$ cat src/sv/atac_pkg.sv
`timescale 1ns / 1ps

package atac_pkg;

    // raw converter reading width
    localparam int SAMPLE_BITS = 10;

    // vectoring iterations of each angle lane
    localparam int CORDIC_STEPS = 16;
    localparam int FRAC_BITS    = 16;
    localparam int ATAN_LEN     = 24;

    // linear map onto -90..90
    localparam int SCALE_SPAN   = 180;
    localparam int SCALE_OFFSET = 90;
    localparam int SCALED_MAX   = 127;
    localparam int SCALED_MIN   = -128;

    // quotient magnitudes past these saturate
    localparam int SAT_POS_Q = SCALED_MAX + SCALE_OFFSET;
    localparam int SAT_NEG_Q = -SCALED_MIN - SCALE_OFFSET;

    // quotient bits kept by the divider, enough to cover both saturation points
    localparam int QBITS = 9;

    // numerator width, |s - lo| * 180
    localparam int NW = SAMPLE_BITS + 8;

    // pipeline depths
    localparam int SC_STAGES = QBITS + 2;
    localparam int CD_STAGES = CORDIC_STEPS + 2;
    localparam int NUM_STAGES = SC_STAGES + CD_STAGES;

    // datapath widths of the angle lane
    localparam int XW = FRAC_BITS + 10;
    localparam int ZW = FRAC_BITS + 9;
    localparam int RW = FRAC_BITS + 11;
    localparam int DEG_BITS = 9;
    localparam int SCALED_BITS = 8;

    localparam int DEG_HALF  = 180;
    localparam int DEG_QTR   = 90;
    localparam int DEG_3QTR  = 270;
    localparam int DEG_FULL  = 360;

    // configuration register indexes
    localparam int CFG_IDX_W = 2;
    typedef enum logic [CFG_IDX_W-1:0] {
        CFG_CAL_MIN = 2'd0,
        CFG_CAL_MAX = 2'd1
    } t_cfg_idx;

    localparam logic [SAMPLE_BITS-1:0] CAL_MIN_RST = SAMPLE_BITS'(265);
    localparam logic [SAMPLE_BITS-1:0] CAL_MAX_RST = SAMPLE_BITS'(413);

    // round(atan(2^-i) in degrees * 2^16)
    localparam logic [22:0] ATAN_Q16 [0:ATAN_LEN-1] = '{
        23'd2949120, 23'd1740967, 23'd919879, 23'd466945,
        23'd234378,  23'd117305,  23'd58666,  23'd29335,
        23'd14668,   23'd7334,    23'd3667,   23'd1833,
        23'd917,     23'd458,     23'd229,    23'd115,
        23'd57,      23'd29,      23'd14,     23'd7,
        23'd4,       23'd2,       23'd1,      23'd0
    };

    typedef struct packed {
        logic signed [SCALED_BITS-1:0] x;
        logic signed [SCALED_BITS-1:0] y;
        logic signed [SCALED_BITS-1:0] z;
    } t_scaled3;

endpackage

$ cat src/sv/atac_scale.sv
`timescale 1ns / 1ps

module atac_scale (
    input  logic                                    i_clk,
    input  logic [atac_pkg::SC_STAGES-1:0]          i_en,
    input  logic [atac_pkg::SAMPLE_BITS-1:0]        i_sample,
    input  logic [atac_pkg::SAMPLE_BITS-1:0]        i_cal_min,
    input  logic [atac_pkg::SAMPLE_BITS-1:0]        i_cal_max,
    output logic signed [atac_pkg::SCALED_BITS-1:0] o_scaled
);
    import atac_pkg::*;

    logic [NW-1:0]          r_rem   [0:QBITS];
    logic [QBITS-1:0]       r_q     [0:QBITS];
    logic [SAMPLE_BITS-1:0] r_d     [0:QBITS];
    logic                   r_neg   [0:QBITS];
    logic                   r_empty [0:QBITS];
    logic                   r_ovf   [0:QBITS];
    logic signed [SCALED_BITS-1:0] r_out;

    logic signed [SAMPLE_BITS:0] n_diff;
    logic [SAMPLE_BITS-1:0]      n_mag;
    logic [NW-1:0]               n_num;
    logic [NW:0]                 n_trial [1:QBITS];
    logic                        n_ovf;
    logic [QBITS-1:0]            n_qf;
    logic signed [QBITS+1:0]     n_v;
    logic signed [SCALED_BITS-1:0] n_out;

    // stage 0: signed offset into the window, times the span
    always_comb begin
        n_diff = $signed({1'b0, i_sample}) - $signed({1'b0, i_cal_min});
        n_mag  = n_diff[SAMPLE_BITS] ? SAMPLE_BITS'(-n_diff) : n_diff[SAMPLE_BITS-1:0];
        n_num  = NW'(n_mag) * NW'(SCALE_SPAN);
    end

    // one restoring quotient bit per stage
    always_comb begin
        for (int k = 1; k <= QBITS; k++) begin
            n_trial[k] = {1'b0, r_rem[k-1]} - ((NW+1)'(r_d[k-1]) << (QBITS - k));
        end
        n_ovf = {1'b0, r_rem[0]} >= ((NW+1)'(r_d[0]) << QBITS);
    end

    // truncating quotient, then offset and saturate; an empty window gives zero
    always_comb begin
        n_qf = r_q[QBITS];
        n_v  = '0;
        if (r_empty[QBITS]) begin
            n_out = '0;
        end else if (!r_neg[QBITS]) begin
            if (r_ovf[QBITS] || n_qf > QBITS'(SAT_POS_Q)) begin
                n_out = SCALED_BITS'(SCALED_MAX);
            end else begin
                n_v   = $signed({2'b00, n_qf}) - (QBITS+2)'(SCALE_OFFSET);
                n_out = n_v[SCALED_BITS-1:0];
            end
        end else begin
            if (r_ovf[QBITS] || n_qf > QBITS'(SAT_NEG_Q)) begin
                n_out = SCALED_BITS'(SCALED_MIN);
            end else begin
                n_v   = -$signed({2'b00, n_qf}) - (QBITS+2)'(SCALE_OFFSET);
                n_out = n_v[SCALED_BITS-1:0];
            end
        end
    end

    always_ff @(posedge i_clk) begin
        if (i_en[0]) begin
            r_rem[0]   <= n_num;
            r_q[0]     <= '0;
            r_d[0]     <= i_cal_max - i_cal_min;
            r_neg[0]   <= n_diff[SAMPLE_BITS];
            r_empty[0] <= i_cal_max <= i_cal_min;
            r_ovf[0]   <= 1'b0;
        end
        for (int k = 1; k <= QBITS; k++) begin
            if (i_en[k]) begin
                r_d[k]     <= r_d[k-1];
                r_neg[k]   <= r_neg[k-1];
                r_empty[k] <= r_empty[k-1];
                r_ovf[k]   <= (k == 1) ? n_ovf : r_ovf[k-1];
                if (!n_trial[k][NW]) begin
                    r_rem[k] <= n_trial[k][NW-1:0];
                    r_q[k]   <= r_q[k-1] | (QBITS'(1) << (QBITS - k));
                end else begin
                    r_rem[k] <= r_rem[k-1];
                    r_q[k]   <= r_q[k-1];
                end
            end
        end
        if (i_en[QBITS+1]) begin
            r_out <= n_out;
        end
    end

    assign o_scaled = r_out;

endmodule

$ cat config.mk
export PLATFORM = sky130hd
export DESIGN_NAME = atac_scale
export DESIGN_NICKNAME = d
export VERILOG_FILES = /design/src/sv/atac_pkg.sv /design/src/sv/atac_scale.sv
export SDC_FILE = /design/constraint.sdc
export NUM_CORES = 1
export LEC_CHECK = 0
export BUFFER_PORTS_ARGS = -buffer_cell sky130_fd_sc_hd__clkbuf_2
export CAP_MARGIN = 20
export CORE_MARGIN = 10
export CORE_UTILIZATION = 68
export DETAILED_ROUTE_END_ITERATION = 10
export PLACE_DENSITY = 0.92
export SYNTH_ARGS = -nofsm -noshare
export SYNTH_HDL_FRONTEND = slang
export SYNTH_SLANG_ARGS = --single-unit
$ cat constraint.sdc
create_clock -name i_clk -period 9.35 [get_ports i_clk]
set_input_delay 0 -clock i_clk [delete_from_list [all_inputs] [get_ports i_clk]]
set_output_delay 0 -clock i_clk [all_outputs]
set_load 0.01 [all_outputs]
==> metrics.md <==
| Metric | Value |
|---|---|
| Status | `complete, no violations` |
| Period Utilization, post-route | `0.6160` |
| Top-area cell type share of the netlist area | `0.5501` |
| Cell at the slowest stage of the critical path | `dlygate4sd3_1` |
| First-pass GRT wire length | `about 50 mm` |
| Fraction of layout cells with a size suffix above 1 | `0.09263` |
| Crit-path max FO | `11` |
| Crit end category | `flop` |
| Clk buf depth | `3` |
| Tmin final | `around 5.8 ns` |
| FF+latch count, synth | `about 320` |
| Power Density | `329.5 mW/mm^2` |
| Die Y | `roughly 180 um` |
| Routed WL per cell | `between 15 and 20 um` |
| Setup Skew | `roughly 0.0091 ns` |
| Primary FF master, synth | `edfxtp_1` |
| Initial antenna violation count | `0` |
| Fin. Hold Viols | `0` |
| Worst Path Buf+Inv | `5` |
| Setup violators final | `0` |
| Largest net degree at the start of global routing | `40` |
| Internal Dissipation | `about 4 mW` |
| Vias per cell | `approximately 5.8` |
| CTS tree | `done` |
| Reg power frac | `0.372` |
| Critical path launch point type | `primary input` |
| DP Wirelength | `about 23 mm` |
| Placed Instances | `approximately 1.8k` |
| EDFF count, synth | `between 300 and 400` |
| DIE AREA | `roughly 0.032 sq mm` |
| Leak pwr | `7.836 nW` |
| Drt total wl | `30.06 mm` |
| Synth cell types | `between 70 and 80` |
| FFs w/ async S/R, synth | `0` |
| Core area | `around 0.025 sq mm` |
| Most area-consuming cells after synthesis | `edfxtp_1 (55%), ha_1 (11%), inv_1 (4.0%)` |
| Via count | `between 10k and 15k` |
| Worst Path Required | `about 9.7 ns` |
| GR Util All Layers | `0.1799` |
| Largest area contributor in the netlist | `edfxtp_1` |
| Area growth, synth to finish | `9.385%` |
| Die width | `approximately 180 um` |
| Worst rel slew slack | `0.2384` |
| Ys Warns | `0` |
| Starting Density | `0.6892` |
| DRC | `0` |
| Setup_tns | `0 ns` |
| VDD IR max | `approximately 0.00046 V` |
| Clock-pin slew on the worst setup and hold paths | `around 0.060 ns` |
| # port buffers | `between 40 and 50` |
| Synthesized area | `approximately 0.017 sq mm` |
| Combinational power share | `0.433` |
| HP Class | `in2reg` |
| Sw power | `2.145 mW` |
| Fin nets | `around 1.7k` |
| CTS buffer count | `31` |
| Avg Inst Size Synth | `11.96 sq um` |
| Initial drt markers | `~750` |
| RePlAce Congestion | `~0.87` |
| RSZ-0062 raised after global routing | `no` |
| Crit path arrival time | `between 6 and 7 ns` |
| Switching share of total power | `0.3439` |
| ANT nets after route | `0` |
| Critical path class | `in2reg` |
| Pin slew with the least headroom to its limit | `approximately 1.1 ns` |
| Number of buffers added for setup after CTS | `0` |
| CTS H-Tree Depth | `1` |
| Final Non-Filler Cells | `between 1.5k and 2k` |
| Row cnt | `58` |
| Post-CTS sizing | `0` |
| TritonRoute pass-1 iters | `5` |
| Clock latency at the later pin of the worst-skew pair | `approximately 0.54 ns` |
| Number of hold buffers added after cts | `6` |
| Number of global-route vias before repair | `around 11k` |
| Clock power share | `0.194` |
| Cell count after synthesis | `between 1k and 1.5k` |
| Largest stage delay, worst path | `0.54 ns` |
| Cell family with most CP delay | `adder cells` |
| Max-slew violation count | `0` |
| Sink Count | `between 300 and 400` |
| Overflow after GRT | `0` |
| IO Pins | `50` |
| Register area share after synthesis | `0.5501` |
| Clk Tree Root Cell | `clkbuf_16` |
| Max Freq | `173.6 MHz` |
| Synth Net Count | `1665` |
| Max Cap Viol | `0` |
[registers in the layout, indices dropped and copies added, names as in the netlist]
signal,cells
r_neg,10
r_d,90
r_q,45
r_rem,145
r_ovf,9
r_empty,10
o_scaled,8
[through the flow]
step	utilization	hold slack (ns)	power (mW)	setup slack (ns)	instance area, sq um
6_report	0.7539	0.009299	6.237	3.591	18930
5_1_grt	0.7538	0.01095	6.701	3.134	18930
4_1_cts	0.7538	0.004620	6.249	3.626	18930
3_5_place_dp	0.7118	0.3630	4.997	3.614	17870
3_3_place_gp	0.7118	0.3447	4.802	3.756	17870
2_1_floorplan	-	0.1125	4.411	4.197	17310
[area by class of cell]
| type | count | area (sq um) |
|---|---|---|
| well taps | 330 | 412.9 |
| fillers | 1457 | 6180 |
| clock inverters | 17 | 187.7 |
| flip-flops and latches | 317 | 9519 |
| clock buffers | 39 | 805.8 |
| repair buffers | 57 | 320.3 |
| diodes | 1 | 2.502 |
| multi-input cells | 917 | 6983 |
| inverters | 186 | 698.2 |
[metal layers]
metal / vias up / global-route usage / wire, um
met5: - / 0 / 0
met4: 0 / 0.05888 / 709
met3: 45 / 0.02390 / 1073
met2: 219 / 0.3634 / 17020
met1: 5190 / 0.1836 / 11250
li1: 5275 / - / -
[power groups by stage]
stage	logic, mW	registers [mW]	clock network [mW]
floorplan	2.13	2.28	0
global placement	2.49	2.31	0
detailed placement	2.66	2.34	0
CTS	2.71	2.32	1.23
global route	3.07	2.35	1.28
finish	2.70	2.32	1.21
[cells in the mapped netlist, drive strengths merged (3+ instances only)]
cell,number
or2,6
and3,3
nand4,4
buf,9
o21bai,6
nor4b,5
nand2b,27
fa,23
nand2,64
a31o,3
a21boi,6
mux2,22
a21oi,108
or3,6
nor2,111
o21ai,73
o31ai,9
xnor2,62
o21a,23
xor2,46
a211oi,7
o31a,5
a21o,15
inv,186
edfxtp,317
a211o,3
clkbuf,18
ha,153
nor4,11
nor3,22
nand3b,8
a31oi,8
and2,4
nor2b,29
nand3,18
[logic make-up after synthesis]
kind of cell,Yosys count,share of synthesized area
simple gates,322,0.09334
flops,317,0.5501
compound gates,287,0.1012
buf+inv,213,0.04671
fa+ha+maj,176,0.1372
xor+xnor,108,0.05596
mux,24,0.01547
[path summary, 6_finish.rpt]
path / start / cells past startpoint / end / slack, ns
max: i_cal_min[0] / 28 / r_rem[0][16] / 3.59
min: i_en[6] / 2 / r_neg[6] / 0.009
max reg2reg: r_d[7][1] / 10 / r_rem[4][7] / 6.01
min reg2reg: r_empty[4] / 0 / r_empty[5] / 0.41
[layout by cell type (no fill, tap or decap), types with 5 or more instances in the layout]
cell type,synthesis,final
a211oi_1,6,6
a21o_1,15,15
a21oi_1,107,107
a31oi_1,8,8
clkbuf_1,18,8
clkbuf_16,0,31
clkbuf_2,0,49
clkinv_1,0,6
clkinv_2,0,5
dlygate4sd3_1,0,6
edfxtp_1,317,317
fa_1,23,23
ha_1,153,153
inv_1,185,185
mux2_2,22,22
nand2_1,64,64
nand2b_1,27,27
nand3_1,18,18
nand3b_1,7,7
nor2_1,108,108
nor2b_1,28,28
nor3_1,20,19
nor4_1,10,10
o21a_1,23,23
o21ai_0,66,66
o21ai_1,7,7
o21bai_1,5,5
o31a_1,5,5
o31ai_1,8,8
or3_1,6,6
xnor2_1,59,59
xor2_1,46,46
Power figures use the tool's default switching activity.
