### src/sv/atac_pkg.sv
`timescale 1ns / 1ps

package atac_pkg;

    // raw converter reading width
    localparam int SAMPLE_BITS = 10;

    // vectoring iterations of each angle lane
    localparam int CORDIC_STEPS = 16;
    localparam int FRAC_BITS    = 16;
    localparam int ATAN_LEN     = 24;

    // linear map onto -90..90
    localparam int SCALE_SPAN   = 180;
    localparam int SCALE_OFFSET = 90;
    localparam int SCALED_MAX   = 127;
    localparam int SCALED_MIN   = -128;

    // quotient magnitudes past these saturate
    localparam int SAT_POS_Q = SCALED_MAX + SCALE_OFFSET;
    localparam int SAT_NEG_Q = -SCALED_MIN - SCALE_OFFSET;

    // quotient bits kept by the divider, enough to cover both saturation points
    localparam int QBITS = 9;

    // numerator width, |s - lo| * 180
    localparam int NW = SAMPLE_BITS + 8;

    // pipeline depths
    localparam int SC_STAGES = QBITS + 2;
    localparam int CD_STAGES = CORDIC_STEPS + 2;
    localparam int NUM_STAGES = SC_STAGES + CD_STAGES;

    // datapath widths of the angle lane
    localparam int XW = FRAC_BITS + 10;
    localparam int ZW = FRAC_BITS + 9;
    localparam int RW = FRAC_BITS + 11;
    localparam int DEG_BITS = 9;
    localparam int SCALED_BITS = 8;

    localparam int DEG_HALF  = 180;
    localparam int DEG_QTR   = 90;
    localparam int DEG_3QTR  = 270;
    localparam int DEG_FULL  = 360;

    // configuration register indexes
    localparam int CFG_IDX_W = 2;
    typedef enum logic [CFG_IDX_W-1:0] {
        CFG_CAL_MIN = 2'd0,
        CFG_CAL_MAX = 2'd1
    } t_cfg_idx;

    localparam logic [SAMPLE_BITS-1:0] CAL_MIN_RST = SAMPLE_BITS'(265);
    localparam logic [SAMPLE_BITS-1:0] CAL_MAX_RST = SAMPLE_BITS'(413);

    // round(atan(2^-i) in degrees * 2^16)
    localparam logic [22:0] ATAN_Q16 [0:ATAN_LEN-1] = '{
        23'd2949120, 23'd1740967, 23'd919879, 23'd466945,
        23'd234378,  23'd117305,  23'd58666,  23'd29335,
        23'd14668,   23'd7334,    23'd3667,   23'd1833,
        23'd917,     23'd458,     23'd229,    23'd115,
        23'd57,      23'd29,      23'd14,     23'd7,
        23'd4,       23'd2,       23'd1,      23'd0
    };

    typedef struct packed {
        logic signed [SCALED_BITS-1:0] x;
        logic signed [SCALED_BITS-1:0] y;
        logic signed [SCALED_BITS-1:0] z;
    } t_scaled3;

endpackage

### src/sv/atac_cordic.sv
`timescale 1ns / 1ps

module atac_cordic (
    input  logic                                    i_clk,
    input  logic [atac_pkg::CD_STAGES-1:0]          i_en,
    input  logic signed [atac_pkg::SCALED_BITS-1:0] i_a,
    input  logic signed [atac_pkg::SCALED_BITS-1:0] i_b,
    output logic [atac_pkg::DEG_BITS-1:0]           o_deg
);
    import atac_pkg::*;

    logic signed [XW-1:0]  r_x    [0:CORDIC_STEPS];
    logic signed [XW-1:0]  r_y    [0:CORDIC_STEPS];
    logic signed [ZW-1:0]  r_z    [0:CORDIC_STEPS];
    logic                  r_spec [0:CORDIC_STEPS];
    logic [DEG_BITS-1:0]   r_sdeg [0:CORDIC_STEPS];
    logic                  r_xpos [0:CORDIC_STEPS];
    logic                  r_ypos [0:CORDIC_STEPS];
    logic [DEG_BITS-1:0]   r_deg;

    logic signed [SCALED_BITS:0] n_xs;
    logic signed [SCALED_BITS:0] n_ys;
    logic [SCALED_BITS:0]        n_ax;
    logic [SCALED_BITS:0]        n_ay;
    logic                        n_spec;
    logic [DEG_BITS-1:0]         n_sdeg;
    logic signed [ZW-1:0]        n_zc;
    logic signed [RW-1:0]        n_r;
    logic signed [RW-FRAC_BITS-1:0] n_ri;
    logic [DEG_BITS-1:0]         n_deg;

    // stage 0: negate, fold into first quadrant, catch zero components
    always_comb begin
        n_ys = -$signed({i_a[SCALED_BITS-1], i_a});
        n_xs = -$signed({i_b[SCALED_BITS-1], i_b});
        n_ax = n_xs[SCALED_BITS] ? (SCALED_BITS+1)'(-n_xs) : n_xs;
        n_ay = n_ys[SCALED_BITS] ? (SCALED_BITS+1)'(-n_ys) : n_ys;
        n_spec = 1'b1;
        if (n_xs == '0 && n_ys == '0) begin
            n_sdeg = DEG_BITS'(DEG_HALF);
        end else if (n_ys == '0) begin
            n_sdeg = n_xs > 0 ? DEG_BITS'(DEG_HALF) : DEG_BITS'(DEG_FULL);
        end else if (n_xs == '0) begin
            n_sdeg = n_ys > 0 ? DEG_BITS'(DEG_3QTR) : DEG_BITS'(DEG_QTR);
        end else begin
            n_spec = 1'b0;
            n_sdeg = '0;
        end
    end

    // last stage: clamp angle, map quadrant, drop fraction
    always_comb begin
        n_zc = r_z[CORDIC_STEPS];
        if (n_zc < 0) begin
            n_zc = '0;
        end else if (n_zc > (ZW'(DEG_QTR) <<< FRAC_BITS)) begin
            n_zc = ZW'(DEG_QTR) <<< FRAC_BITS;
        end
        if (r_xpos[CORDIC_STEPS]) begin
            n_r = r_ypos[CORDIC_STEPS] ? (RW'(DEG_HALF) <<< FRAC_BITS) + RW'(n_zc)
                                       : (RW'(DEG_HALF) <<< FRAC_BITS) - RW'(n_zc);
        end else begin
            n_r = r_ypos[CORDIC_STEPS] ? (RW'(DEG_FULL) <<< FRAC_BITS) - RW'(n_zc)
                                       : RW'(n_zc);
        end
        n_ri = n_r[RW-1:FRAC_BITS];
        if (r_spec[CORDIC_STEPS]) begin
            n_deg = r_sdeg[CORDIC_STEPS];
        end else if (n_ri > (RW-FRAC_BITS)'(DEG_FULL)) begin
            n_deg = DEG_BITS'(DEG_FULL);
        end else begin
            n_deg = n_ri[DEG_BITS-1:0];
        end
    end

    always_ff @(posedge i_clk) begin
        if (i_en[0]) begin
            r_x[0]    <= XW'(n_ax) <<< FRAC_BITS;
            r_y[0]    <= XW'(n_ay) <<< FRAC_BITS;
            r_z[0]    <= '0;
            r_spec[0] <= n_spec;
            r_sdeg[0] <= n_sdeg;
            r_xpos[0] <= n_xs > 0;
            r_ypos[0] <= n_ys > 0;
        end
        // one micro-rotation toward y = 0 per stage
        for (int k = 1; k <= CORDIC_STEPS; k++) begin
            if (i_en[k]) begin
                r_spec[k] <= r_spec[k-1];
                r_sdeg[k] <= r_sdeg[k-1];
                r_xpos[k] <= r_xpos[k-1];
                r_ypos[k] <= r_ypos[k-1];
                if (r_y[k-1] > 0) begin
                    r_x[k] <= r_x[k-1] + (r_y[k-1] >>> (k - 1));
                    r_y[k] <= r_y[k-1] - (r_x[k-1] >>> (k - 1));
                    r_z[k] <= r_z[k-1] + ZW'(ATAN_Q16[k-1]);
                end else if (r_y[k-1] < 0) begin
                    r_x[k] <= r_x[k-1] - (r_y[k-1] >>> (k - 1));
                    r_y[k] <= r_y[k-1] + (r_x[k-1] >>> (k - 1));
                    r_z[k] <= r_z[k-1] - ZW'(ATAN_Q16[k-1]);
                end else begin
                    r_x[k] <= r_x[k-1];
                    r_y[k] <= r_y[k-1];
                    r_z[k] <= r_z[k-1];
                end
            end
        end
        if (i_en[CORDIC_STEPS+1]) begin
            r_deg <= n_deg;
        end
    end

    assign o_deg = r_deg;

endmodule

### config.mk
export PLATFORM = sky130hd
export DESIGN_NAME = atac_cordic
export DESIGN_NICKNAME = d
export VERILOG_FILES = /design/src/sv/atac_pkg.sv /design/src/sv/atac_cordic.sv
export SDC_FILE = /design/constraint.sdc
export NUM_CORES = 2
export LEC_CHECK = 0
export BUFFER_PORTS_ARGS = -buffer_cell sky130_fd_sc_hd__buf_2
export CAP_MARGIN = 20
export CORE_MARGIN = 10
export CORE_UTILIZATION = 65
export CTS_CLUSTER_DIAMETER = 200
export DETAILED_ROUTE_END_ITERATION = 10
export PLACE_DENSITY_LB_ADDON = 0.1
export SLEW_MARGIN = 0
export SYNTH_ARGS = -nofsm -noshare
export SYNTH_HDL_FRONTEND = slang
export SYNTH_SLANG_ARGS = --single-unit
### constraint.sdc
create_clock -name i_clk -period 14.7 [get_ports i_clk]
set_input_delay 3.675 -clock i_clk [delete_from_list [all_inputs] [get_ports i_clk]]
set_output_delay 3.675 -clock i_clk [all_outputs]
set_load 0.03 [all_outputs]
==> qor.yml <==
start_util_pct: 65.5
crit_arrival_ns: 8.70
yosysSeqAreaShare_pct: 38.6
drive_gt1_share_pct: 4.33
cts_buffers: 137
remaining_drc_errors: 0
io_pins: 44
path_common_cell: "buf_4"
crit_required_ns: 15.18
antenna_found_initial: 5
fin_crit_sh_pct: 55.9
syn2layout_area_growth_pct: 6.93
synth_edf_count: 1195
fin_nets: 10900
root_buffer: "clkbuf_16"
cts_setup_buffers: 0
grt_max_degree: 95
yosysWarnings: 0
setup.worst_path.class: "primary input to register"
cp_top_family: "buffers and inverters"
setup_violations: 0
path_buf_inv: 4
tns_ns: 0
ys_ff_latch: 1195
cts_sinks: 1195
slowest_stage: "inv_1"
critPathLaunchType: "primary input"
cp-end-kind: "register"
maxSlewHeadroom_pct: 30.1
slowest_delay_ns: 0.55
r2r_cells: 15
fp.dieArea_um2: 158000
cts.repair.resized: 0
die_h_um: 398
ys_types: 96
rows: 138
overflow: 0
dieWidth_um: 398
core_um2: 142000
synth_flop_cell: "edfxtp_1"
wl_per_cell_um: 19.4
hp-class: "register to register"
crit_chain: "buf_4 > nand2_1 > buf_4 > inv_1 > buf_4 > a21oi_1 > xnor2_1 > ha_1 > nand3_1 > or3_1 > or4_1 > a2bb2oi_2 > a31oi_2 > a41oi_2 > a21oi_1 > and4_1 > a2111oi_2 > mux2i_1 > xor2_1"
crit_fanout: 34
path_depth: 19
cts.clk_slew.worst_paths_ns: 0.06
finalHoldViolCount: 0
routed_wl_mm: 232
port_buffers: 43
r2r_slack_ns: 9.27
maxCapViolCount: 0
grt_pass1_wl_mm: 373
first_pass_iters: 7
slew_viol_final: 0
fin_skew_ns: 0.0293
ant_nets: 0
dr_total_vias: 74700
status: "finished clean"
place_congestion: 0.960
cts_tree: "built"
holdPathStages: 0
worstMarginPinSlew_ns: 1.04
drt_iter0_drc: 6101
syn-cell-area_um2: 92900
grt_use_total_pct: 28.5
grt_pass1_vias: 71600
final_util_pct: 70.1
grt_setup_unrepaired: "false"
clockBufferDepth: 3
cts-hold-fix-buffers: 0
via_per_inst: 6.25
synth_nets: 11000
synthCells: 9984
synth_area_per_cell_um2: 9.30
async_reset_ff_share_pct: 0
max_clock_freq_ghz: 0.122
min_period_ns: 8.22
dp_hpwl_mm: 175
cts_max_level: 4
clk_latency_ns: 0.75
==> synth_stat cells (38+ instances only) <==
cell | number | area [um^2]
edfxtp_1 | 1195 | 35900
a31oi_1 | 61 | 382
and3_1 | 60 | 375
nor3_1 | 262 | 1310
fa_1 | 38 | 761
clkbuf_1 | 230 | 863
nand2_1 | 992 | 3720
a211oi_1 | 70 | 526
o41ai_1 | 46 | 403
nor4_1 | 88 | 551
o31ai_1 | 125 | 938
nand2b_1 | 186 | 1160
xnor2_1 | 578 | 5060
o21a_1 | 134 | 1010
nand4_1 | 41 | 257
inv_1 | 337 | 1260
nor2_1 | 1033 | 3880
or2_2 | 38 | 238
or3_1 | 88 | 551
nand3_1 | 155 | 776
nor2b_1 | 95 | 594
ha_1 | 897 | 11200
o21bai_1 | 117 | 878
o21ai_0 | 766 | 3830
and2_1 | 55 | 344
a21o_1 | 292 | 2190
xor2_1 | 549 | 4810
a21oi_1 | 923 | 4620
mux2i_1 | 50 | 500
==> registers in the layout, indices dropped and copies added, names as in the netlist <==
signal,cells
r_z,363
r_y,338
r_x,298
r_sdeg,136
r_spec,17
r_xpos,17
r_ypos,17
o_deg,9
==> path summary, 6_finish.rpt <==
check / start / end
max reg2reg: r_x[7][10] / r_y[8][25]
min reg2reg: r_sdeg[10][3] / r_sdeg[11][3]
min: r_sdeg[10][3] / r_sdeg[11][3]
max: i_en[6] / r_x[6][25]
==> kinds of logic (layout without fill, tap and decap cells) <==
logic type                 Yosys count  after routing  synth area share [%]
DFF                               1195           1195                  38.6
other                                0              1                     0
and+or+nand+nor                   3202           3202                  15.8
xor gates and xnor gates          1127           1127                  10.6
muxes                               84             84                 0.951
adders and majority gates          935            935                  12.9
buffers and inverters              630            694                  2.58
AOI/OAI and AO/OA                 2811           2811                  18.5
==> metrics by stage <==
stage / cell area (um^2) / hold WS [ns] / instances / worst slack (ns)
2_1_floorplan: 92900 / 0.400 / 9984 / 7.01
3_3_place_gp: 94900 / 0.400 / 11700 / 5.95
3_5_place_dp: 94900 / 0.405 / 11700 / 5.79
4_1_cts: 99300 / 0.415 / 11900 / 6.59
5_1_grt: 99300 / 0.420 / 11900 / 6.19
6_report: 99300 / 0.412 / 11900 / 6.48
==> per-layer routing <==
metal | track usage [%] | up-vias | wire length (um)
met5 | 0 | - | 20
met4 | 10.5 | 2 | 8720
met3 | 3.75 | 555 | 14000
met2 | 48.1 | 2426 | 110000
met1 | 37.2 | 35300 | 99300
li1 | - | 36400 | -
==> placed cells by master (no fill, tap or decap), drive strengths merged, types with 95 or more instances in the layout <==
| master | instances |
|---|---|
| edfxtp | 1195 |
| nor2 | 1033 |
| nand2b | 186 |
| a21oi | 923 |
| nor3 | 264 |
| buf | 107 |
| inv | 347 |
| o21ai | 774 |
| o21a | 134 |
| o21bai | 117 |
| nor2b | 95 |
| ha | 897 |
| nand3 | 155 |
| xor2 | 549 |
| clkbuf | 162 |
| a21o | 292 |
| nand2 | 992 |
| o31ai | 126 |
| xnor2 | 578 |
==> final cells by class <==
class	count	area (um^2)
multi-input cells	8159	54700
fillers	11100	42400
flip-flops and latches	1195	35900
clock buffers	161	3600
well taps	1890	2360
inverters	343	1290
clock inverters	82	783
repair buffers	108	723
diodes	1	2.50
Power is left out: the tool's default activity adds up to more than one toggle a clock period on the data nets, which glitch-free logic cannot reach.
